===== src/rtl/core/adaptive_load_predictor_macros.svh =====
// Assertion macros shared by the adaptive load predictor RTL.
// Depends on nothing; included by the modules that carry assertions.
`ifndef ADAPTIVE_LOAD_PREDICTOR_MACROS_SVH
`define ADAPTIVE_LOAD_PREDICTOR_MACROS_SVH

// Same-cycle implication, disabled while reset is asserted.
`define ALP_ASSERT_SAME(name, clk, rstn, ante, cons, msg) \
    name: assert property (@(posedge clk) disable iff (!rstn) (ante) |-> (cons)) \
        else $error(msg);

// Next-cycle implication, disabled while reset is asserted.
`define ALP_ASSERT_NEXT(name, clk, rstn, ante, cons, msg) \
    name: assert property (@(posedge clk) disable iff (!rstn) (ante) |=> (cons)) \
        else $error(msg);

`endif


===== src/rtl/core/alp_pkg.sv =====
// Package of the adaptive load predictor: widths, reset values, codes and
// the command and status types between controller and datapath. No dependencies.
`default_nettype none

package alp_pkg;

    localparam int DATA_W         = 16;
    localparam int CFG_IDX_W      = 2;
    localparam int CFG_DATA_W     = 16;
    localparam int WINDOW_DEFAULT = 5;
    localparam int MUL_W          = DATA_W + 1;
    localparam int PROD_W         = 2 * MUL_W;

    localparam logic [DATA_W-1:0] RESET_GAIN    = 16'd32768;
    localparam logic [DATA_W-1:0] RESET_INIT    = 16'd13;
    localparam logic [DATA_W-1:0] LOAD_MAX      = 16'hFFFF;

    typedef enum logic [CFG_IDX_W-1:0] {
        CFG_SMOOTHING_GAIN = 2'd0,
        CFG_INITIAL_FACTOR = 2'd1
    } cfg_index_t;

    typedef enum logic [1:0] {
        REL_BELOW = 2'd0,
        REL_ABOVE = 2'd1,
        REL_EQUAL = 2'd2
    } rel_t;

    typedef enum logic [2:0] {
        ST_IDLE,
        ST_GAIN,
        ST_UPDATE,
        ST_SCALE,
        ST_RESULT
    } state_t;

    typedef struct packed {
        logic capture;
        logic mul_gain;
        logic update;
        logic mul_load;
        logic load_out;
    } alp_cmd_t;

    typedef struct packed {
        logic out_free;
    } alp_sts_t;

endpackage

`default_nettype wire


===== src/rtl/core/alp_datapath.sv =====
// Datapath of the adaptive load predictor: configuration registers, sample
// and window state, the shared multiplier and the output word register.
// Depends on alp_pkg.
`default_nettype none

module alp_datapath
    import alp_pkg::*;
#(
    parameter int WINDOW = WINDOW_DEFAULT
) (
    input  wire logic                  aclk,
    input  wire logic                  aresetn,
    input  wire logic                  cfg_we,
    input  wire logic [CFG_IDX_W-1:0]  cfg_index,
    input  wire logic [CFG_DATA_W-1:0] cfg_data,
    input  wire logic [DATA_W-1:0]     s_load_sample,
    input  wire logic                  m_ready,
    output logic                       m_valid,
    output logic [DATA_W-1:0]          m_predicted_load,
    output logic                       m_prediction_valid,
    output logic [1:0]                 m_mean_relation,
    input  wire alp_cmd_t              cmd,
    output alp_sts_t                   sts
);

    localparam int SEEN_W = $clog2(WINDOW + 1);
    localparam int SUM_W  = DATA_W + $clog2(WINDOW);

    logic [DATA_W-1:0] gain_reg, gain_next;
    logic [DATA_W-1:0] init_reg, init_next;
    logic [DATA_W-1:0] x_reg, x_next;
    logic              first_reg, first_next;
    logic              warm_reg, warm_next;
    rel_t              rel_reg, rel_next;
    logic [DATA_W-1:0] prev_reg, prev_next;
    logic [DATA_W-1:0] factor_reg, factor_next;
    logic [SUM_W-1:0]  sum_reg, sum_next;
    logic [SEEN_W-1:0] seen_reg, seen_next;
    logic signed [PROD_W-1:0] prod_reg, prod_next;
    logic              out_valid_reg, out_valid_next;
    logic [DATA_W-1:0] out_pred_reg, out_pred_next;
    logic              out_pvalid_reg, out_pvalid_next;
    rel_t              out_rel_reg, out_rel_next;

    logic [DATA_W-1:0]        diff;
    logic signed [MUL_W-1:0]  mul_a, mul_b;
    logic signed [PROD_W+1:0] step_acc;
    logic signed [DATA_W+2:0] factor_sum;
    logic [SUM_W-1:0]         scaled;
    logic [32:0]              round_sum;
    logic [24:0]              product_q;
    logic [25:0]              sat_sum;
    logic [DATA_W-1:0]        pred;

    always_comb begin
        gain_next = gain_reg;
        init_next = init_reg;
        if (cfg_we) begin
            unique case (cfg_index)
                CFG_SMOOTHING_GAIN: gain_next = cfg_data;
                CFG_INITIAL_FACTOR: init_next = cfg_data;
                default: ;
            endcase
        end
    end

    assign diff = (x_reg > prev_reg) ? (x_reg - prev_reg) : (prev_reg - x_reg);

    always_comb begin
        if (cmd.mul_gain) begin
            mul_a = $signed({1'b0, diff}) - $signed({1'b0, factor_reg});
            mul_b = $signed({1'b0, gain_reg});
        end else begin
            mul_a = $signed({1'b0, x_reg});
            mul_b = $signed({1'b0, factor_reg});
        end
    end

    assign prod_next = (cmd.mul_gain || cmd.mul_load) ? (mul_a * mul_b) : prod_reg;

    // The smoothing step is factor + round((diff - factor) * gain / 2^16).
    assign step_acc   = PROD_W'(prod_reg) + (PROD_W + 2)'(32768);
    assign factor_sum = $signed({3'b000, factor_reg}) + (DATA_W + 3)'(step_acc >>> 16);

    assign scaled = SUM_W'(x_reg) * SUM_W'(WINDOW);

    always_comb begin
        x_next      = cmd.capture ? s_load_sample : x_reg;
        first_next  = cmd.capture ? (seen_reg == '0) : first_reg;
        warm_next   = cmd.capture ? (seen_reg != SEEN_W'(WINDOW)) : warm_reg;
        rel_next    = rel_reg;
        if (cmd.mul_gain) begin
            if (scaled < sum_reg) begin
                rel_next = REL_BELOW;
            end else if (scaled > sum_reg) begin
                rel_next = REL_ABOVE;
            end else begin
                rel_next = REL_EQUAL;
            end
        end
        prev_next   = prev_reg;
        factor_next = factor_reg;
        sum_next    = sum_reg;
        seen_next   = seen_reg;
        if (cmd.update) begin
            prev_next   = x_reg;
            factor_next = first_reg ? init_reg : factor_sum[DATA_W-1:0];
            if (warm_reg) begin
                sum_next  = sum_reg + SUM_W'(x_reg);
                seen_next = seen_reg + SEEN_W'(1);
            end
        end
    end

    assign round_sum = {1'b0, prod_reg[31:0]} + 33'd128;
    assign product_q = round_sum[32:8];
    assign sat_sum   = {10'b0, x_reg} + {1'b0, product_q};

    always_comb begin
        case (rel_reg)
            REL_BELOW: pred = (sat_sum > 26'(LOAD_MAX)) ? LOAD_MAX : sat_sum[DATA_W-1:0];
            REL_ABOVE: pred = (product_q >= 25'(x_reg)) ? '0 : (x_reg - product_q[DATA_W-1:0]);
            default:   pred = x_reg;
        endcase
    end

    always_comb begin
        out_pred_next   = out_pred_reg;
        out_pvalid_next = out_pvalid_reg;
        out_rel_next    = out_rel_reg;
        out_valid_next  = out_valid_reg && !m_ready;
        if (cmd.load_out) begin
            out_valid_next  = 1'b1;
            out_pred_next   = warm_reg ? '0 : pred;
            out_pvalid_next = !warm_reg;
            out_rel_next    = warm_reg ? REL_EQUAL : rel_reg;
        end
    end

    always_ff @(posedge aclk) begin
        if (!aresetn) begin
            gain_reg      <= RESET_GAIN;
            init_reg      <= RESET_INIT;
            sum_reg       <= '0;
            seen_reg      <= '0;
            out_valid_reg <= 1'b0;
        end else begin
            gain_reg      <= gain_next;
            init_reg      <= init_next;
            sum_reg       <= sum_next;
            seen_reg      <= seen_next;
            out_valid_reg <= out_valid_next;
        end
    end

    always_ff @(posedge aclk) begin
        x_reg          <= x_next;
        first_reg      <= first_next;
        warm_reg       <= warm_next;
        rel_reg        <= rel_next;
        prev_reg       <= prev_next;
        factor_reg     <= factor_next;
        prod_reg       <= prod_next;
        out_pred_reg   <= out_pred_next;
        out_pvalid_reg <= out_pvalid_next;
        out_rel_reg    <= out_rel_next;
    end

    assign sts.out_free       = !out_valid_reg || m_ready;
    assign m_valid            = out_valid_reg;
    assign m_predicted_load   = out_pred_reg;
    assign m_prediction_valid = out_pvalid_reg;
    assign m_mean_relation    = out_rel_reg;

endmodule

`default_nettype wire


===== src/rtl/core/alp_ctrl.sv =====
// Controller of the adaptive load predictor: sequences one sample through
// the datapath. Depends on alp_pkg and adaptive_load_predictor_macros.svh.
`default_nettype none

`include "adaptive_load_predictor_macros.svh"

module alp_ctrl
    import alp_pkg::*;
(
    input  wire logic     aclk,
    input  wire logic     aresetn,
    input  wire logic     s_valid,
    output logic          s_ready,
    output alp_cmd_t      cmd,
    input  wire alp_sts_t sts
);

    state_t state_reg, state_next;

    always_comb begin
        state_next = state_reg;
        unique case (state_reg)
            ST_IDLE:   if (s_valid) state_next = ST_GAIN;
            ST_GAIN:   state_next = ST_UPDATE;
            ST_UPDATE: state_next = ST_SCALE;
            ST_SCALE:  state_next = ST_RESULT;
            ST_RESULT: if (sts.out_free) state_next = ST_IDLE;
            default:   state_next = ST_IDLE;
        endcase
    end

    always_comb begin
        cmd     = '0;
        s_ready = 1'b0;
        unique case (state_reg)
            ST_IDLE: begin
                s_ready     = 1'b1;
                cmd.capture = s_valid;
            end
            ST_GAIN:   cmd.mul_gain = 1'b1;
            ST_UPDATE: cmd.update   = 1'b1;
            ST_SCALE:  cmd.mul_load = 1'b1;
            ST_RESULT: cmd.load_out = sts.out_free;
            default: ;
        endcase
    end

    always_ff @(posedge aclk) begin
        if (!aresetn) begin
            state_reg <= ST_IDLE;
        end else begin
            state_reg <= state_next;
        end
    end

    `ALP_ASSERT_SAME(a_one_command, aclk, aresetn, 1'b1, $onehot0(cmd), "more than one command")
    `ALP_ASSERT_NEXT(a_capture_to_gain, aclk, aresetn, cmd.capture, state_reg == ST_GAIN, "capture not followed by gain step")
    `ALP_ASSERT_SAME(a_load_when_free, aclk, aresetn, cmd.load_out, sts.out_free, "output word overwritten")
    `ALP_ASSERT_NEXT(a_update_to_scale, aclk, aresetn, cmd.update, cmd.mul_load, "factor update not followed by load multiply")

endmodule

`default_nettype wire


===== src/rtl/core/adaptive_load_predictor.sv =====
// Top level of the adaptive load predictor: joins controller and datapath.
// Depends on alp_pkg, alp_ctrl and alp_datapath.
//
// Each accepted load sample word (unsigned Q8.8) yields exactly one result word.
// A sample holds the controller through the idle state in which it is accepted,
// the gain multiply, the factor update, the load-times-factor multiply and the
// result step; the two multiplies share one 17 by 17 bit signed multiplier.
// The result step loads the result word into the output register, and the next
// sample is accepted only after that step. s_ready is high only while the
// controller is idle; a finished result waits in its own output register, so
// the next sample is taken while that result is still pending. The result step
// stalls while the output register still holds a word the receiver has not
// taken. The first WINDOW samples after reset fill the mean window and give a
// prediction of zero with m_prediction_valid low. Configuration words go
// through cfg_we, cfg_index and cfg_data; index 0 is the smoothing gain and
// index 1 the initial factor, other indexes are ignored.
`default_nettype none

module adaptive_load_predictor
    import alp_pkg::*;
#(
    parameter int WINDOW = WINDOW_DEFAULT
) (
    input  wire logic                  aclk,
    input  wire logic                  aresetn,
    input  wire logic                  cfg_we,
    input  wire logic [CFG_IDX_W-1:0]  cfg_index,
    input  wire logic [CFG_DATA_W-1:0] cfg_data,
    input  wire logic                  s_valid,
    output logic                       s_ready,
    input  wire logic [DATA_W-1:0]     s_load_sample,
    output logic                       m_valid,
    input  wire logic                  m_ready,
    output logic [DATA_W-1:0]          m_predicted_load,
    output logic                       m_prediction_valid,
    output logic [1:0]                 m_mean_relation
);

    alp_cmd_t cmd;
    alp_sts_t sts;

    alp_ctrl u_ctrl (
        .aclk    (aclk),
        .aresetn (aresetn),
        .s_valid (s_valid),
        .s_ready (s_ready),
        .cmd     (cmd),
        .sts     (sts)
    );

    alp_datapath #(
        .WINDOW (WINDOW)
    ) u_datapath (
        .aclk               (aclk),
        .aresetn            (aresetn),
        .cfg_we             (cfg_we),
        .cfg_index          (cfg_index),
        .cfg_data           (cfg_data),
        .s_load_sample      (s_load_sample),
        .m_ready            (m_ready),
        .m_valid            (m_valid),
        .m_predicted_load   (m_predicted_load),
        .m_prediction_valid (m_prediction_valid),
        .m_mean_relation    (m_mean_relation),
        .cmd                (cmd),
        .sts                (sts)
    );

endmodule

`default_nettype wire


===== config.mk =====
export PLATFORM = sky130hd
export DESIGN_NAME = adaptive_load_predictor
export DESIGN_NICKNAME = d
export VERILOG_FILES = /design/src/rtl/core/alp_pkg.sv /design/src/rtl/core/alp_datapath.sv /design/src/rtl/core/alp_ctrl.sv /design/src/rtl/core/adaptive_load_predictor.sv
export VERILOG_INCLUDE_DIRS = /design/src /design/src/rtl/core
export SDC_FILE = /design/constraint.sdc
export NUM_CORES = 1
export LEC_CHECK = 0
export BUFFER_PORTS_ARGS = -buffer_cell sky130_fd_sc_hd__buf_2
export CAP_MARGIN = 20
export CORE_UTILIZATION = 60
export CTS_CLUSTER_SIZE = 10
export DETAILED_ROUTE_END_ITERATION = 16
export GPL_ROUTABILITY_DRIVEN = 0
export GPL_TIMING_DRIVEN = 0
export MAX_ROUTING_LAYER = met4
export PLACE_DENSITY = 0.77
export SYNTH_ARGS = -nofsm -noshare
export SYNTH_HDL_FRONTEND = slang
export SYNTH_HIERARCHICAL = 1
export SYNTH_SLANG_ARGS = --single-unit

===== constraint.sdc =====
create_clock -name aclk -period 20.3 [get_ports aclk]
set_input_delay 0 -clock aclk [delete_from_list [all_inputs] [get_ports aclk]]
set_output_delay 0 -clock aclk [all_outputs]
set_load 0.01 [all_outputs]

# Word level (Yosys, flattened, before mapping)

Index checks and enable logic that the tools add are counted.
Widths: inputs -> output; s select.

Add/subtract/negate cells: 10
Reduce and logical (&&, ||, !) cells: 14
Magnitude comparators: 5
Equal/unequal tests: 9
Mux-type cells: 18
Multipliers: 2

Operators by type and width:

| kind                   | number |
|---|---|
| $mux 16                | 5 |
| $sub 16x16->16         | 3 |
| $add 32x8->33 const B  | 1 |
| $add 32x17->32 const B | 1 |
| $mul 17x17->32         | 1 |
| $pmux 16 s2            | 1 |
| $add 16x25->26         | 1 |
| $gt 26x16->1 const B   | 1 |
| $ge 25x16->1           | 1 |
| $add 19x16->19         | 1 |
| $gt 19x19->1           | 1 |
| $lt 19x19->1           | 1 |
| $mul 16x3->19 const B  | 1 |
| $mux 17                | 1 |
| $sub 16x16->17         | 1 |
| $add 16x16->16         | 1 |
| $gt 16x16->1           | 1 |
| $pmux 3 s5             | 1 |
| $reduce_and 2->1       | 4 |
| $mux 1                 | 7 |
| $eq 3x2->1 const B     | 2 |
| $logic_not 3->1        | 2 |
| $mux 3                 | 2 |
| $eq 2x1->1 const B     | 2 |
| other kinds (11)       | 15 |

Word-level logic and storage cells: 74
Input port bits: 39
Register bits: 161
Output and inout port bits: 21

# Longest topological paths before layout

Gate-level depths: netlist (run 1).

Word-level depth: 5
Depth in mapped cells: 45
Depth with buffers taken out: 43

# Cells and area by module

Netlist (run 1), hierarchy kept.

By module, submodules not included:

| module       | times used | area an instance (um^2) | cells each |
|---|---|---|---|
| alp_datapath | 1          | 23043.4                 | 2671 |
| alp_ctrl     | 1          | 166.4                   | 19 |

# Worst setup path before layout (run 1)

OpenSTA, ideal clock, no wires.

Path type: register to register
Start: reg u_datapath.x_reg[12]
End: reg u_datapath.prod_reg[31] (data pin)
Cell stages (with the launch flop): 43
Period minus slack after synthesis: 10493 ps
Slack: 9807 ps
Arrival: 10233 ps
Library setup time: 260 ps
Required time: 20040 ps
Path through: edfxtp_1 inv_1 ha_1 clkbuf_1 nand2_1 nor2_1 nand2_1 or4_1 o21ai_1 buf_2 buf_2 mux2i_1 xnor2_1 ha_1 or3_1 o21ai_0 a31oi_1 a41o_1 (+7 left out) fa_1 inv_1 fa_1 fa_1 inv_1 fa_1 inv_1 ha_1 a21o_1 a21oi_1 o21bai_1 a21oi_1 nor2b_1 a211oi_1 o31ai_1 nor4_1 nor3_1 xnor2_1

Word-level cells in the longest chain between the ends: 5
Elaborated cells between the ends (all ways): 7
Those cells by class: add/sub: 3; mul: 1; order compare: 1; mux: 2

Ends and longest elaborated chain:

| element                                        | RTL line            | source |
|---|---|---|
| from (decl)                                    | alp_datapath.sv:31  | `logic [DATA_W-1:0] x_reg, x_next;` |
| from (signal assigned)                         | alp_datapath.sv:157 | `x_reg <= x_next;` |
| $sub 16x16->16 or $gt 16x16->1 (tied branches) | alp_datapath.sv:67  | `assign diff = (x_reg > prev_reg) ? (x_reg - prev_reg) : (prev_reg - x_reg);` |
| $mux 16                                        | alp_datapath.sv:67  |  |
| $sub 16x16->17                                 | alp_datapath.sv:71  | `mul_a = $signed({1'b0, diff}) - $signed({1'b0, factor_reg});` |
| $mux 17 (*)                                    | alp_datapath.sv:70  | `if (cmd.mul_gain) begin` |
| $mul 17x17->32 (*)                             | alp_datapath.sv:79  | `assign prod_next = (cmd.mul_gain \|\| cmd.mul_load) ? (mul_a * mul_b) : prod_reg;` |
| to (signal assigned)                           | alp_datapath.sv:163 | `prod_reg <= prod_next;` |
| to (decl)                                      | alp_datapath.sv:39  | `logic signed [PROD_W-1:0] prod_reg, prod_next;` |

Mark *: on every way between the ends. The rest lies on a longest branch, timed or not.
A chain may end at the register's enable or synchronous reset.

# Worst setup path in the final report (run 1)

Start: reg u_datapath.x_reg[10]
End: reg u_datapath.prod_reg[31] (data pin)

Same word-level chain as after synthesis.

==> flow_summary_export.csv, run 1 <==
group,metric,value,unit
run_status,status,"finished clean",
clock_tree,cts.sinks,154,
critical_path,crit_path_end_kind,"register",
critical_path,cpMostUsedCell,"fa_1",
finish,final.fill_count,3116,
floorplan,fp.dieW,199,um
job,cap_violations,0,
floorplan,io_pins,60,
grt,grt_pass1_wl,104000,um
finish,drive_gt1_frac,0.0507,
placed_design,place_inst,3264,
detailed_routing,wl_per_cell,19.3,um
logic_synthesis,yosysTopAreaCellShare,0.231,
timing,layout_min_cycle_time,13.00,ns
timing,worst_pin_slew,1.16,ns
logic_synthesis,ys.flop_type,"edfxtp_1",
logic_synthesis,synth_cell_types,81,
floorplan,start_util,0.613,
grt,use_met3,0.0653,
finish,finalNonFillerCells,3335,
grt,grtUsageMet2,0.538,
clock_tree,path_clk_slew,0.08,ns
critical_path,crit_path_start_kind,"register",
timing,period_share,0.641,
detailed_routing,drc,0,
detailed_routing,postRouteAntennaNets,0,
timing,slew_viol_final,0,
logic_synthesis,synth_edf_count,96,
floorplan,die_area,39500,um2
logic_synthesis,synth_common_cells,"inv_1, nand2_1, fa_1",
floorplan,coreArea,37800,um2
timing,maxSlewHeadroom,0.219,
finish,design_area,25200,um2
floorplan,die_h,199,um
critical_path,cp_slowest_cell,"a21oi_1",
detailed_routing,vias_per_cell,5.91,
grt,gr-usage-met1,0.448,
timing,rsz0062_at_grt,"false",
placed_design,postPlaceCellArea,24200,um2
worst_hold_path,hold_class,"input pin to register",
grt,grt.total_usage,0.351,
clock_tree,cts_tree,"done",
finish,fin_nets,3383,
timing,tns,0,ns
logic_synthesis,synth-async-reset-ratio,0,
grt,grt-busiest-layer,"met2",
detailed_routing,dr_total_vias,19700,
critical_path,cpPeakStageDelay,0.83,ns
grt,grt_pass1_vias,20200,
placed_design,dpl.hpwl,51900,um
finish,area_growth,8.72,%
clock_tree,clockRootBuffer,"clkbuf_16",
grt,grt_start_max_net_pins,26,
floorplan,rows,71,
timing,hold_viol,0,
clock_tree,cts_max_level,4,
critical_path,critPathArrivalTime,13.20,ns
critical_path,crit_path_max_fanout,10,
timing,finalSetupViolations,0,
timing,skew,0.0118,ns
logic_synthesis,synth_area,23200,um2
logic_synthesis,yosysTopAreaCell,"fa_1",
detailed_routing,drt_iter0_markers,1885,
grt,antenna_found_initial,1,
finish,largest_reg_flops,25,
logic_synthesis,synth_area_leaders,"fa_1, ha_1, edfxtp_1, inv_1, dfxtp_1",
logic_synthesis,syn_nets,3263,
logic_synthesis,ys_seq_area_frac,0.174,
clock_tree,cts_buffers,17,
placed_design,portBuffers,59,
detailed_routing,wl,64400,um
logic_synthesis,synth.most_common_cell,"inv_1",
logic_synthesis,ys_ff_latch,154,
detailed_routing,firstDrtPassIters,6,
logic_synthesis,syn_avg_cell_area,8.63,um2
critical_path,path_class,"register to register",
logic_synthesis,syn-instance-count,2690,
clock_tree,worstSkewPairLatency,0.45,ns
timing,fmax,76.9,MHz
critical_path,crit_required,20.49,ns
clock_tree,clockBufferDepth,2,
logic_synthesis,ys_warn_count,6,
grt,grt_overflow,0,
## cell type report
| type | count | area [um2] | area share |
|---|---|---|---|
| Buffer | 89 | 355 | 0.0141 |
| Timing Repair Buffer | 101 | 721 | 0.0286 |
| Tap cell | 511 | 639 | 0.0253 |
| Multi-Input combinational cell | 1978 | 17100 | 0.676 |
| Sequential cell | 154 | 4040 | 0.160 |
| Clock buffer | 17 | 425 | 0.0169 |
| Clock inverter | 15 | 216 | 0.00858 |
| Antenna cell | 1 | 2.50 | 0.0000992 |
| Inverter | 469 | 1760 | 0.0698 |
## final timing paths
| check | start | slack, ns | cells past startpoint | endpoint |
|---|---|---|---|---|
| setup / recovery | u_datapath/x_reg[10] | 7.30 | 41 | u_datapath/prod_reg[31] |
| hold / removal | cfg_we | 0.12 | 4 | u_datapath/init_reg[6] |
| setup reg to reg | u_datapath/x_reg[10] | 7.30 | 41 | u_datapath/prod_reg[31] |
| hold reg to reg | u_datapath/init_reg[12] | 0.46 | 2 | u_datapath/init_reg[12] |
## cell families after synthesis
logic type      count (synthesis)  synth area share
xor+xnor                      155            0.0591
buf+inv                       558            0.0912
simple gates                  791             0.154
flops                         154             0.174
fa+ha+maj                     538             0.376
compound gates                458             0.129
mux                            36            0.0160
## layout by cell type (no fill, tap or decap), drive strengths merged, types with 20 or more instances in the layout
cell type,synthesis,routed
fa,268,268
and2,26,26
or3,21,21
nand3,50,50
nand2,306,306
a21o,51,51
edfxtp,96,96
dlygate4sd3,0,38
dfxtp,58,58
nor3,43,43
a21oi,138,138
nor2,224,224
xnor2,110,110
o21bai,20,20
clkbuf,75,92
o21ai,86,86
ha,266,266
nand4,22,22
buf,14,77
nand2b,23,23
o21a,34,34
xor2,44,44
mux2i,27,27
inv,468,475
## worst max-delay path, delay by kind of cell (launching register included)
kind,cells,cell delay [ns]
adder cells (fa/ha/maj),9,4.15
AND/OR/NAND/NOR,12,2.91
AO/OA/AOI/OAI,8,2.77
buffers and inverters,8,1.52
flip-flops,1,0.75
XOR/XNOR,3,0.40
multiplexers,1,0.25
## timing repair
| action | CTS | global route |
|---|---|---|
| hold buffers | 38 | 0 |
| hold endpoints to repair | 52 | 0 |
| endpoints found under the setup margin | 0 | 0 |
| gates resized for setup | 0 | 0 |
| setup buffers | 0 | 0 |
## routing by layer
| metal | vias up | share of wire |
|---|---|---|
| met3 | 189 | 0.096 |
| met5 | - | 0 |
| met2 | 940 | 0.46 |
| met1 | 9539 | 0.40 |
| li1 | 9030 | - |
| met4 | 0 | 0.050 |
## per-stage QoR
stage          worst slack (ns)  hold slack (ns)   util
2_1_floorplan              9.81           0.0989      -
3_3_place_gp               7.72            0.177  0.638
3_5_place_dp               7.62            0.179  0.640
4_1_cts                    7.54           0.0926  0.667
5_1_grt                    6.60            0.143  0.667
6_report                   7.30            0.117  0.667
Power of run 1 is not shown: default switching activity piles up to over one toggle a cycle in this logic, so the estimate is an artifact.
==> inputs of run 2 (changes only) <==
Settings changed: CORE_UTILIZATION 60 to 59, PLACE_DENSITY 0.77 to 0.79.
Clock period 20.3 ns to 10.8 ns, I/O delays scaled along.
==> flow_summary_export.csv, run 2 (synthesis results as in run 1) <==
group,metric,value,unit
detailed_routing,drt_iter0_markers,2081,
critical_path,path_class,"register to register",
detailed_routing,postRouteAntennaNets,0,
run_status,status,"finished clean",
grt,grt_pass1_wl,106000,um
grt,grt_pass1_vias,20500,
timing,hold_viol,0,
detailed_routing,wl,66800,um
timing,layout_min_cycle_time,10.57,ns
floorplan,io_pins,60,
floorplan,die_area,40100,um2
critical_path,cpMostUsedCell,"fa_1",
placed_design,dpl.hpwl,52500,um
timing,fmax,94.6,MHz
clock_tree,path_clk_slew,0.08,ns
detailed_routing,dr_total_vias,20300,
grt,grt_start_max_net_pins,26,
critical_path,crit_path_start_kind,"register",
worst_hold_path,hold_class,"input pin to register",
floorplan,rows,72,
timing,worst_pin_slew,1.06,ns
clock_tree,cts_buffers,17,
finish,final_cell_mix,"inv_1, nand2_1, fa_1",
finish,fin_nets,3421,
critical_path,crit_required,10.99,ns
finish,drive_gt1_frac,0.0828,
detailed_routing,drc,0,
finish,area_growth,11.5,%
grt,grt.total_usage,0.345,
clock_tree,cts_tree,"done",
worst_hold_path,holdCritStartpoint,"cfg_index[0]",
grt,grt_overflow,0,
detailed_routing,firstDrtPassIters,6,
critical_path,crit_path_max_fanout,10,
detailed_routing,wl_per_cell,19.8,um
grt,antenna_found_initial,1,
floorplan,die_h,200,um
critical_path,cpPeakStageDelay,0.56,ns
floorplan,start_util,0.599,
timing,maxSlewHeadroom,0.291,
clock_tree,cts.sinks,154,
timing,skew,0.0104,ns
floorplan,fp.dieW,200,um
clock_tree,clockRootBuffer,"clkbuf_16",
job,cap_violations,0,
timing,finalSetupViolations,0,
floorplan,coreArea,38700,um2
critical_path,r2r_start,"u_datapath/x_reg[10]",
clock_tree,worstSkewPairLatency,0.45,ns
critical_path,cp_slowest_cell,"or4_1",
finish,largest_reg_flops,25,
finish,utilization,0.668,
timing,slew_viol_final,0,
timing,period_share,0.978,
critical_path,crit_path_end_kind,"register",
critical_path,startpoint,"u_datapath/x_reg[10]",
detailed_routing,vias_per_cell,6.00,
finish,final_common_cell,"inv_1",
clock_tree,clockBufferDepth,2,
critical_path,critPathArrivalTime,10.76,ns
placed_design,portBuffers,59,
clock_tree,cts_max_level,4,
timing,hold_ws,0.135,ns
-- run 2: cell types whose count changed in the layout (fill, tap and decap cells not counted), moves of 3 or more --
cell / delta
buf_4: +44
clkbuf_1: -10
a21oi_1: -7
o21ai_2: +7
o21ai_0: -6
xnor2_1: -6
a21oi_2: +5
xnor2_2: +5
ha_1: -4
clkinv_8: -3
inv_1: -3
mux2i_1: -3
-- run 2: per-stage QoR --
stage	std cells	setup WS, ns	TNS (ns)	instance area, um2
2_1_floorplan	2690	0.307	0	23200
3_3_place_gp	3267	-1.69	-20.58	24200
3_5_place_dp	3271	-1.89	-22.93	24200
4_1_cts	3363	0.0305	0	25600
5_1_grt	3380	-0.130	-0.420	25900
6_report	3380	0.234	0	25900
-- run 2: path summary, 6_finish.rpt --
path | end | slack (ns) | cells past startpoint
hold reg to reg | u_datapath/init_reg[11] | 0.46 | 2
hold / removal | u_datapath/init_reg[4] | 0.13 | 4
setup reg to reg | u_datapath/prod_reg[30] | 0.23 | 42
setup / recovery | u_datapath/prod_reg[30] | 0.23 | 42
-- run 2: final cells by class --
class                      count  area (um2)
inverter                     469        1760
clock buffer                  17         425
fill                        3089       12900
tap                          518         648
clock inverter                15         206
timing repair buffer         146        1060
multi-input combinational   1978       17400
buffer                        82         358
sequential                   154        4040
antenna                        1        2.50
-- run 2: critical path: cells and delay by family (launching register included) --
family	cells	cell delay, ns
simple gates	7	1.52
buf+inv	8	1.04
flops	1	0.50
fa+ha+maj	9	4.17
mux	1	0.22
compound gates	14	2.35
xor+xnor	3	0.51
-- run 2: timing repair --
item | 4_1_cts | 5_1_grt
hold buffers | 37 | 0
pin swaps | 7 | 18
setup buffers | 29 | 16
hold endpoints to repair | 52 | 0
setup endpoints to repair | 18 | 12
resized for setup | 39 | 37
-- run 2: routing by layer --
metal  share of wire  wire length (um)  GRT usage
met1            0.38             25400      0.431
met2            0.46             30700      0.537
met3            0.10              6950     0.0670
met4           0.056              3740      0.174
met5               0                 0          -
Power of run 2 is left out for the same reason.
